<file path="config.mk">
export PLATFORM = sky130hd
export DESIGN_NAME = flat_key_value_json_scanner
export DESIGN_NICKNAME = d
export VERILOG_FILES = /design/src/fkvjs_pkg.sv /design/src/flat_key_value_json_scanner.sv /design/src/fkvjs_scan.sv
export SDC_FILE = /design/constraint.sdc
export NUM_CORES = 1
export LEC_CHECK = 0
export BUFFER_PORTS_ARGS = -buffer_cell sky130_fd_sc_hd__buf_4
export CORE_MARGIN = 10
export CORE_UTILIZATION = 45
export CTS_CLUSTER_DIAMETER = 100
export DETAILED_ROUTE_END_ITERATION = 6
export PLACE_DENSITY = 0.74
export SETUP_SLACK_MARGIN = 0.3
export SLEW_MARGIN = 40
export SYNTH_ARGS = -nofsm -noshare
export SYNTH_HDL_FRONTEND = slang
export SYNTH_SLANG_ARGS = --single-unit
</file>
<file path="constraint.sdc">
create_clock -name clk_i -period 4.7 [get_ports clk_i]
set_input_delay 0 -clock clk_i [delete_from_list [all_inputs] [get_ports clk_i]]
set_output_delay 0 -clock clk_i [all_outputs]
set_load 0.05 [all_outputs]
</file>
<file path="src/fkvjs_pkg.sv">
package fkvjs_pkg;

  // Field widths
  localparam int unsigned CH_W     = 8;
  localparam int unsigned STATUS_W = 4;
  localparam int unsigned SPAN_W   = 12;

  // Default message length limit in bytes
  localparam int unsigned MAX_LEN_DEF = 4096;

  // Status codes
  localparam logic [STATUS_W-1:0] ST_RUNNING  = 4'd0;
  localparam logic [STATUS_W-1:0] ST_SUCCESS  = 4'd1;
  localparam logic [STATUS_W-1:0] ST_ERR_BASE = 4'd2;
  localparam logic [STATUS_W-1:0] ST_OVERFLOW = 4'd11;

  // Characters of the message grammar
  localparam logic [CH_W-1:0] CH_LBRACE = 8'h7B;
  localparam logic [CH_W-1:0] CH_RBRACE = 8'h7D;
  localparam logic [CH_W-1:0] CH_COLON  = 8'h3A;
  localparam logic [CH_W-1:0] CH_COMMA  = 8'h2C;
  localparam logic [CH_W-1:0] CH_QUOTE  = 8'h22;
  localparam logic [CH_W-1:0] CH_UNDER  = 8'h5F;
  localparam logic [CH_W-1:0] CH_SPACE  = 8'h20;
  localparam logic [CH_W-1:0] CH_TAB    = 8'h09;
  localparam logic [CH_W-1:0] CH_NL     = 8'h0A;

  typedef struct packed {
    logic [CH_W-1:0] ch;
    logic            first;
  } in_t;

  typedef struct packed {
    logic [STATUS_W-1:0] status;
    logic                pair_valid;
    logic [SPAN_W-1:0]   key_pos;
    logic [SPAN_W-1:0]   key_len;
    logic [SPAN_W-1:0]   value_pos;
    logic [SPAN_W-1:0]   value_len;
  } out_t;

  // Letter or underscore
  function automatic logic is_name_char(input logic [CH_W-1:0] c);
    return ((c >= 8'h61) && (c <= 8'h7A)) || ((c >= 8'h41) && (c <= 8'h5A)) ||
           (c == CH_UNDER);
  endfunction

  // Space, newline or tab
  function automatic logic is_blank(input logic [CH_W-1:0] c);
    return (c == CH_SPACE) || (c == CH_NL) || (c == CH_TAB);
  endfunction

endpackage

</file>
<file path="src/flat_key_value_json_scanner.sv">
// A byte's result goes to the output register, or to the skid stage if stalled.
// Throughput: one byte per cycle when not stalled; the scan state is one register
// stage updated by the grammar logic, followed by an output register and a
// one-entry skid stage. The input stalls only while the skid stage holds a result.
// Reset (rst_ni low, asynchronous): stage 0, status running, offsets and spans
// zero, both output stages empty.
module flat_key_value_json_scanner #(
  parameter int unsigned MAX_LEN = fkvjs_pkg::MAX_LEN_DEF
) (
  input  logic             clk_i,
  input  logic             rst_ni,
  input  logic             in_valid_i,
  output logic             in_stall_o,
  input  fkvjs_pkg::in_t   in_data_i,
  output logic             out_valid_o,
  input  logic             out_stall_i,
  output fkvjs_pkg::out_t  out_data_o
);
  import fkvjs_pkg::*;

  logic in_xfer;
  logic out_free;
  out_t res;
  out_t out_q, out_d;
  out_t skid_q, skid_d;
  logic out_vq, out_vd;
  logic skid_vq, skid_vd;

  assign in_stall_o = skid_vq;
  assign in_xfer    = in_valid_i && !skid_vq;
  assign out_free   = !out_vq || !out_stall_i;

  fkvjs_scan #(
    .MAX_LEN(MAX_LEN)
  ) u_scan (
    .clk_i (clk_i),
    .rst_ni(rst_ni),
    .step_i(in_xfer),
    .in_i  (in_data_i),
    .res_o (res)
  );

  // Steer results between the output register and the skid stage
  always_comb begin
    out_d   = out_q;
    skid_d  = skid_q;
    out_vd  = out_vq;
    skid_vd = skid_vq;
    if (out_free) begin
      out_vd  = skid_vq || in_xfer;
      out_d   = skid_vq ? skid_q : res;
      skid_vd = 1'b0;
    end else if (in_xfer) begin
      skid_d  = res;
      skid_vd = 1'b1;
    end
  end

  always_ff @(posedge clk_i or negedge rst_ni) begin
    if (!rst_ni) begin
      out_vq  <= 1'b0;
      skid_vq <= 1'b0;
    end else begin
      out_vq  <= out_vd;
      skid_vq <= skid_vd;
    end
  end

  // Payload holds without reset
  always_ff @(posedge clk_i) begin
    out_q  <= out_d;
    skid_q <= skid_d;
  end

  assign out_valid_o = out_vq;
  assign out_data_o  = out_q;

  a_skid_behind_out: assert property (@(posedge clk_i) disable iff (!rst_ni)
    skid_vq |-> out_vq)
    else $error("skid stage full while output register empty");

  a_skid_drain: assert property (@(posedge clk_i) disable iff (!rst_ni)
    (out_vq && !out_stall_i && skid_vq) |=> (out_vq && !skid_vq && out_q == $past(skid_q)))
    else $error("skid stage did not move forward on output transfer");

  a_no_drop: assert property (@(posedge clk_i) disable iff (!rst_ni)
    (out_vq && out_stall_i && in_xfer) |=> (skid_vq && out_q == $past(out_q)))
    else $error("result lost while output stalled");

endmodule

</file>
<file path="src/fkvjs_scan.sv">
module fkvjs_scan #(
  parameter int unsigned MAX_LEN = fkvjs_pkg::MAX_LEN_DEF
) (
  input  logic             clk_i,
  input  logic             rst_ni,
  input  logic             step_i,
  input  fkvjs_pkg::in_t   in_i,
  output fkvjs_pkg::out_t  res_o
);
  import fkvjs_pkg::*;

  localparam int unsigned OFF_W   = $clog2(MAX_LEN + 1);
  localparam int unsigned STAGE_W = 4;
  localparam logic [OFF_W-1:0] MaxLenW = OFF_W'(MAX_LEN);

  // Parse stages
  localparam logic [STAGE_W-1:0] STG_OPEN   = 4'd0;
  localparam logic [STAGE_W-1:0] STG_KQUOTE = 4'd1;
  localparam logic [STAGE_W-1:0] STG_KFIRST = 4'd2;
  localparam logic [STAGE_W-1:0] STG_KEY    = 4'd3;
  localparam logic [STAGE_W-1:0] STG_COLON  = 4'd4;
  localparam logic [STAGE_W-1:0] STG_VQUOTE = 4'd5;
  localparam logic [STAGE_W-1:0] STG_VFIRST = 4'd6;
  localparam logic [STAGE_W-1:0] STG_VALUE  = 4'd7;
  localparam logic [STAGE_W-1:0] STG_SEP    = 4'd8;

  logic [STAGE_W-1:0]  stage_q, stage_c, stage_d;
  logic [STATUS_W-1:0] final_q, final_c, final_d, err_code;
  logic [OFF_W-1:0]    offset_q, offset_c, offset_d;
  logic [OFF_W-1:0]    kbeg_q, kbeg_c, kbeg_d;
  logic [OFF_W-1:0]    klen_q, klen_c, klen_d;
  logic [OFF_W-1:0]    vbeg_q, vbeg_c, vbeg_d;
  logic [OFF_W-1:0]    vlen;
  logic                pair;
  logic                fail;
  logic                name_ch;

  // A start mark scans from a fresh state
  assign stage_c  = in_i.first ? STG_OPEN   : stage_q;
  assign final_c  = in_i.first ? ST_RUNNING : final_q;
  assign offset_c = in_i.first ? '0 : offset_q;
  assign kbeg_c   = in_i.first ? '0 : kbeg_q;
  assign klen_c   = in_i.first ? '0 : klen_q;
  assign vbeg_c   = in_i.first ? '0 : vbeg_q;

  assign name_ch  = is_name_char(in_i.ch);
  assign err_code = (stage_c > STG_SEP) ? (ST_ERR_BASE + STATUS_W'(STG_SEP))
                                        : (ST_ERR_BASE + STATUS_W'(stage_c));

  // Advance the grammar by one byte
  always_comb begin
    stage_d  = stage_c;
    final_d  = final_c;
    offset_d = offset_c;
    kbeg_d   = kbeg_c;
    klen_d   = klen_c;
    vbeg_d   = vbeg_c;
    vlen     = '0;
    pair     = 1'b0;
    fail     = 1'b0;
    if (final_c == ST_RUNNING) begin
      if (offset_c >= MaxLenW) begin
        final_d = ST_OVERFLOW;
      end else if (is_blank(in_i.ch)) begin
        offset_d = offset_c + 1'b1;
      end else begin
        unique case (stage_c)
          STG_OPEN: begin
            if (in_i.ch == CH_LBRACE) stage_d = STG_KQUOTE;
            else fail = 1'b1;
          end
          STG_KQUOTE: begin
            if (in_i.ch == CH_QUOTE) stage_d = STG_KFIRST;
            else fail = 1'b1;
          end
          STG_KFIRST: begin
            if (name_ch) begin
              kbeg_d  = offset_c;
              stage_d = STG_KEY;
            end else begin
              fail = 1'b1;
            end
          end
          STG_KEY: begin
            if (in_i.ch == CH_QUOTE) begin
              klen_d  = offset_c - kbeg_c;
              stage_d = STG_COLON;
            end else if (!name_ch) begin
              fail = 1'b1;
            end
          end
          STG_COLON: begin
            if (in_i.ch == CH_COLON) stage_d = STG_VQUOTE;
            else fail = 1'b1;
          end
          STG_VQUOTE: begin
            if (in_i.ch == CH_QUOTE) stage_d = STG_VFIRST;
            else fail = 1'b1;
          end
          STG_VFIRST: begin
            if (name_ch) begin
              vbeg_d  = offset_c;
              stage_d = STG_VALUE;
            end else begin
              fail = 1'b1;
            end
          end
          STG_VALUE: begin
            if (in_i.ch == CH_QUOTE) begin
              pair    = 1'b1;
              vlen    = offset_c - vbeg_c;
              stage_d = STG_SEP;
            end else if (!name_ch) begin
              fail = 1'b1;
            end
          end
          STG_SEP: begin
            if (in_i.ch == CH_COMMA) stage_d = STG_KQUOTE;
            else if (in_i.ch == CH_RBRACE) final_d = ST_SUCCESS;
            else fail = 1'b1;
          end
          default: fail = 1'b1;
        endcase
        if (fail) final_d = err_code;
        offset_d = offset_c + 1'b1;
      end
    end
  end

  // Result of this byte; spans only on a completed pair
  assign res_o.status     = final_d;
  assign res_o.pair_valid = pair;
  assign res_o.key_pos    = pair ? SPAN_W'(kbeg_c) : '0;
  assign res_o.key_len    = pair ? SPAN_W'(klen_c) : '0;
  assign res_o.value_pos  = pair ? SPAN_W'(vbeg_c) : '0;
  assign res_o.value_len  = pair ? SPAN_W'(vlen)   : '0;

  // Commit the scan state on each transfer
  always_ff @(posedge clk_i or negedge rst_ni) begin
    if (!rst_ni) begin
      stage_q  <= STG_OPEN;
      final_q  <= ST_RUNNING;
      offset_q <= '0;
      kbeg_q   <= '0;
      klen_q   <= '0;
      vbeg_q   <= '0;
    end else if (step_i) begin
      stage_q  <= stage_d;
      final_q  <= final_d;
      offset_q <= offset_d;
      kbeg_q   <= kbeg_d;
      klen_q   <= klen_d;
      vbeg_q   <= vbeg_d;
    end
  end

  a_final_sticky: assert property (@(posedge clk_i) disable iff (!rst_ni)
    (step_i && !in_i.first && final_q != ST_RUNNING) |=> (final_q == $past(final_q)))
    else $error("final status changed without a start mark");

  a_offset_bound: assert property (@(posedge clk_i) disable iff (!rst_ni)
    offset_q <= MaxLenW)
    else $error("offset ran past the length limit");

  a_pair_running: assert property (@(posedge clk_i) disable iff (!rst_ni)
    (step_i && pair) |=> (final_q == ST_RUNNING && stage_q == STG_SEP))
    else $error("pair reported outside the separator stage");

  a_key_order: assert property (@(posedge clk_i) disable iff (!rst_ni)
    (stage_q == STG_VALUE || stage_q == STG_SEP) |-> (vbeg_q > kbeg_q))
    else $error("value starts before its key");

endmodule

</file>
==> reports/results.txt <==
PwrDens: 377 nW/um2
CP required: 5.00 ns
vias in the first global route: 5,992
die width: 158 um
CTS buffer count: 17
CTS tree: built
DRC errors left: 0
vias: 6,166
Buf+Inv Stages, Crit Path: 1
post-detail-place hpwl: 13,600 um
Max stage delay cell, worst path: inv_2
Yosys top cell area share: 37.3%
Synth Warn #: 0
final wirelength: 19,800 um
post-route setup TNS: 0 ns
FMAX: 324 MHz
largest net degree at the start of global routing: 60
Clk pin slew, worst setup/hold paths: 0.06 ns
Sw Share: 27.0%
post-cts resize count: 0
most instantiated cells after synthesis: edfxtp_1 (106), nand2_1 (94), dfrtp_1 (59), nor2_1 (47), mux2_2 (41)
flop-to-flop setup slack: 1.62 ns
Post-synth EDFFs: 106
Fin. Hold Viols: 0
# clock sinks: 165
first-pass GRT wire length: 32,000 um
clock network fraction of design power: 39.1%
VDD IR max: 0.190 mV
Seq/Total Area, Yosys: 54.5%
Tmin final: 3.08 ns
relative slew slack: 46.6%
RD Place Congestion: 0.862
clk_lat worst skew: 0.43 ns
skew final: 0.0117 ns
delay of the slowest cell on the worst path: 0.56 ns
Synthesized Nets: 797
CP arrival: 3.38 ns
CTS Root Buffer Type: clkbuf_16
static leakage: 3.84 nW
Yosys cell types: 71
nets: 852
Slew Viols, Final: 0
synthesized instance count: 757
crit path cell chain: nor4_1 > a21o_1 > o31ai_4 > or2_1 > inv_2 > and2_1 > mux2_2
ys flop type: edfxtp_1
DR WL/cell: 18.7 um
Combinational Power Share: 15.6%
drt first pass iters: 5
Max Cap Viol: 0
# rows: 50
endpoint kind of the worst setup timing path: flop
Initial Util: 45.7%
Final Cycle Share: 65.6%
CP max FO: 38
FILL cells: 1,647
full die area: 24,900 um2
Synth area leader: edfxtp_1
CTS H-tree depth: 4
RSZ-0062 raised after global routing: no
dominant cells by area after synthesis: edfxtp_1 (37%), dfrtp_1 (17%), mux2_2 (5.4%)
initial antenna violation count: 0
GRT Resource Usage Total: 16.4%
Sequential Power Share: 45.3%
Avg Cell Area, Syn: 11.3 um2
CP Launch Type: flop
via/cell ratio: 5.82
Overflow after GRT: 0
Pwr Total: 3.72 mW
async set-reset flop share out of synthesis: 35.8%
# setup viols final: 0
Die H: 158 um
P_sw: 1.00 mW
Synth-to-Final Area Change: 15.4%
critical path's top delay family: simple AND/OR/NAND/NOR gates
Slew @ Worst Pin: 0.802 ns
clk buf depth: 2
Synth Cell Area: 8540 um2
outcome: completed
Final ANT Viol Nets: 0
# hold bufs at CTS: 2
worst slack, placed: 1.60 ns
most numerous cell in the Yosys netlist: edfxtp_1
area of the multi-input gates: 3640 um2
I/O Buffers: 67
path type of the worst setup path: reg -> reg
# IOs: 68
Final WS setup: 1.62 ns
DRT iter0 DRCs: 444
P_int: 2.71 mW
Post CTS Setup Buffer Count: 0
storage element area: 4660 um2
Worst Hold Class: in -> reg
core area: 18,700 um2
share of cells above drive strength 1: 20.4%
antenna cell count: 0
Yosys reg bits: 165
power groups by stage:
stage | sequential, mW | clock [mW] | combinational, mW
after floorplan | 1.86 | 0 | 0.260
after global placement | 1.71 | 0 | 0.572
after detailed placement | 1.71 | 0 | 0.580
after CTS | 1.68 | 1.47 | 0.584
after global routing | 1.69 | 1.54 | 0.626
final | 1.68 | 1.45 | 0.580
cell families after synthesis:
logic type	Yosys count	share of synthesized area, %
adders and majority gates	27	4.13
and+or+nand+nor	290	17.6
muxes	42	5.52
buffers and inverters	58	3.16
DFF	165	54.5
xor gates and xnor gates	26	2.67
AOI/OAI and AO/OA	149	12.4
worst paths after layout:
path                                               start                             to  cells after the start
max                        u_scan.final_q[3]$_DFFE_PN0P_       out_data_o[31]$_DFFE_PN_                      7
min                                         in_data_i[0]   u_scan.vbeg_q[5]$_DFFE_PN0P_                      2
max reg2reg                u_scan.final_q[3]$_DFFE_PN0P_       out_data_o[31]$_DFFE_PN_                      7
min reg2reg                 u_scan.klen_q[2]$_DFFE_PN0P_   u_scan.klen_q[2]$_DFFE_PN0P_                      2
max in group asynchronous                         rst_ni         in_stall_o$_DFFE_PN0P_                      2
min in group asynchronous                         rst_ni  u_scan.klen_q[11]$_DFFE_PN0P_                      2
registers in the layout, indices dropped and copies added (netlist names):
register,cells
u_scan.offset_q,13
out_valid_o,1
u_scan.vbeg_q,12
u_scan.stage_q,4
u_scan.klen_q,12
u_scan.final_q,4
u_scan.kbeg_q,12
skid_q,53
in_stall_o,1
out_data_o,53
per-stage QoR:
| step | hold WS, ns | instance area [um2] | util (%) | instances |
|---|---|---|---|---|
| after floorplan | -0.296 | 8550 | - | 757 |
| final | 0.0827 | 9860 | 52.7 | 1059 |
| after global placement | 0.143 | 9190 | 49.1 | 1024 |
| after detailed placement | 0.144 | 9220 | 49.3 | 1025 |
| after global routing | 0.0878 | 9860 | 52.7 | 1059 |
| after CTS | 0.0551 | 9850 | 52.7 | 1059 |
routing by layer:
layer	share of wire [%]	global-route usage, %	up-vias
met2	48	25.7	189
met5	0	0	-
li1	-	-	2893
met1	45	21.5	3061
met3	5.8	3.91	23
met4	1.5	6.19	0
worst reg2reg max path, stage by stage (launching register included):
cell and delay [ns]:
dfrtp_1 0.41, nor4_1 0.50, a21o_1 0.32, o31ai_4 0.17
or2_1 0.56, inv_2 0.57, and2_1 0.26, mux2_2 0.15
layout make-up:
class	instances	share of cell area [%]
flip-flops and latches	165	47.3
clock buffers	19	4.39
multi-input cells	534	36.9
clock inverters	13	1.83
repair buffers	76	5.95
well taps	234	2.97
inverters	18	0.685
placed cells by master (no fill, tap or decap), drive strengths merged, types with 5 or more instances in the layout:
master    n
nand2    94
nand4     6
nor2b    26
a22oi     6
clkinv    6
nand2b    6
clkbuf   19
nor2     48
mux2     41
a21oi    26
ha       25
nand3    15
inv      18
o21a      8
buf      74
xnor2    16
edfxtp  106
dfrtp    59
o21ai    35
o211ai    5
or3       9
and2     40
nor3     13
a22o     19
a31oi     6
xor2     10
nand4b    5
o31ai    15
Note: power is estimated with default switching activity, not from simulation.
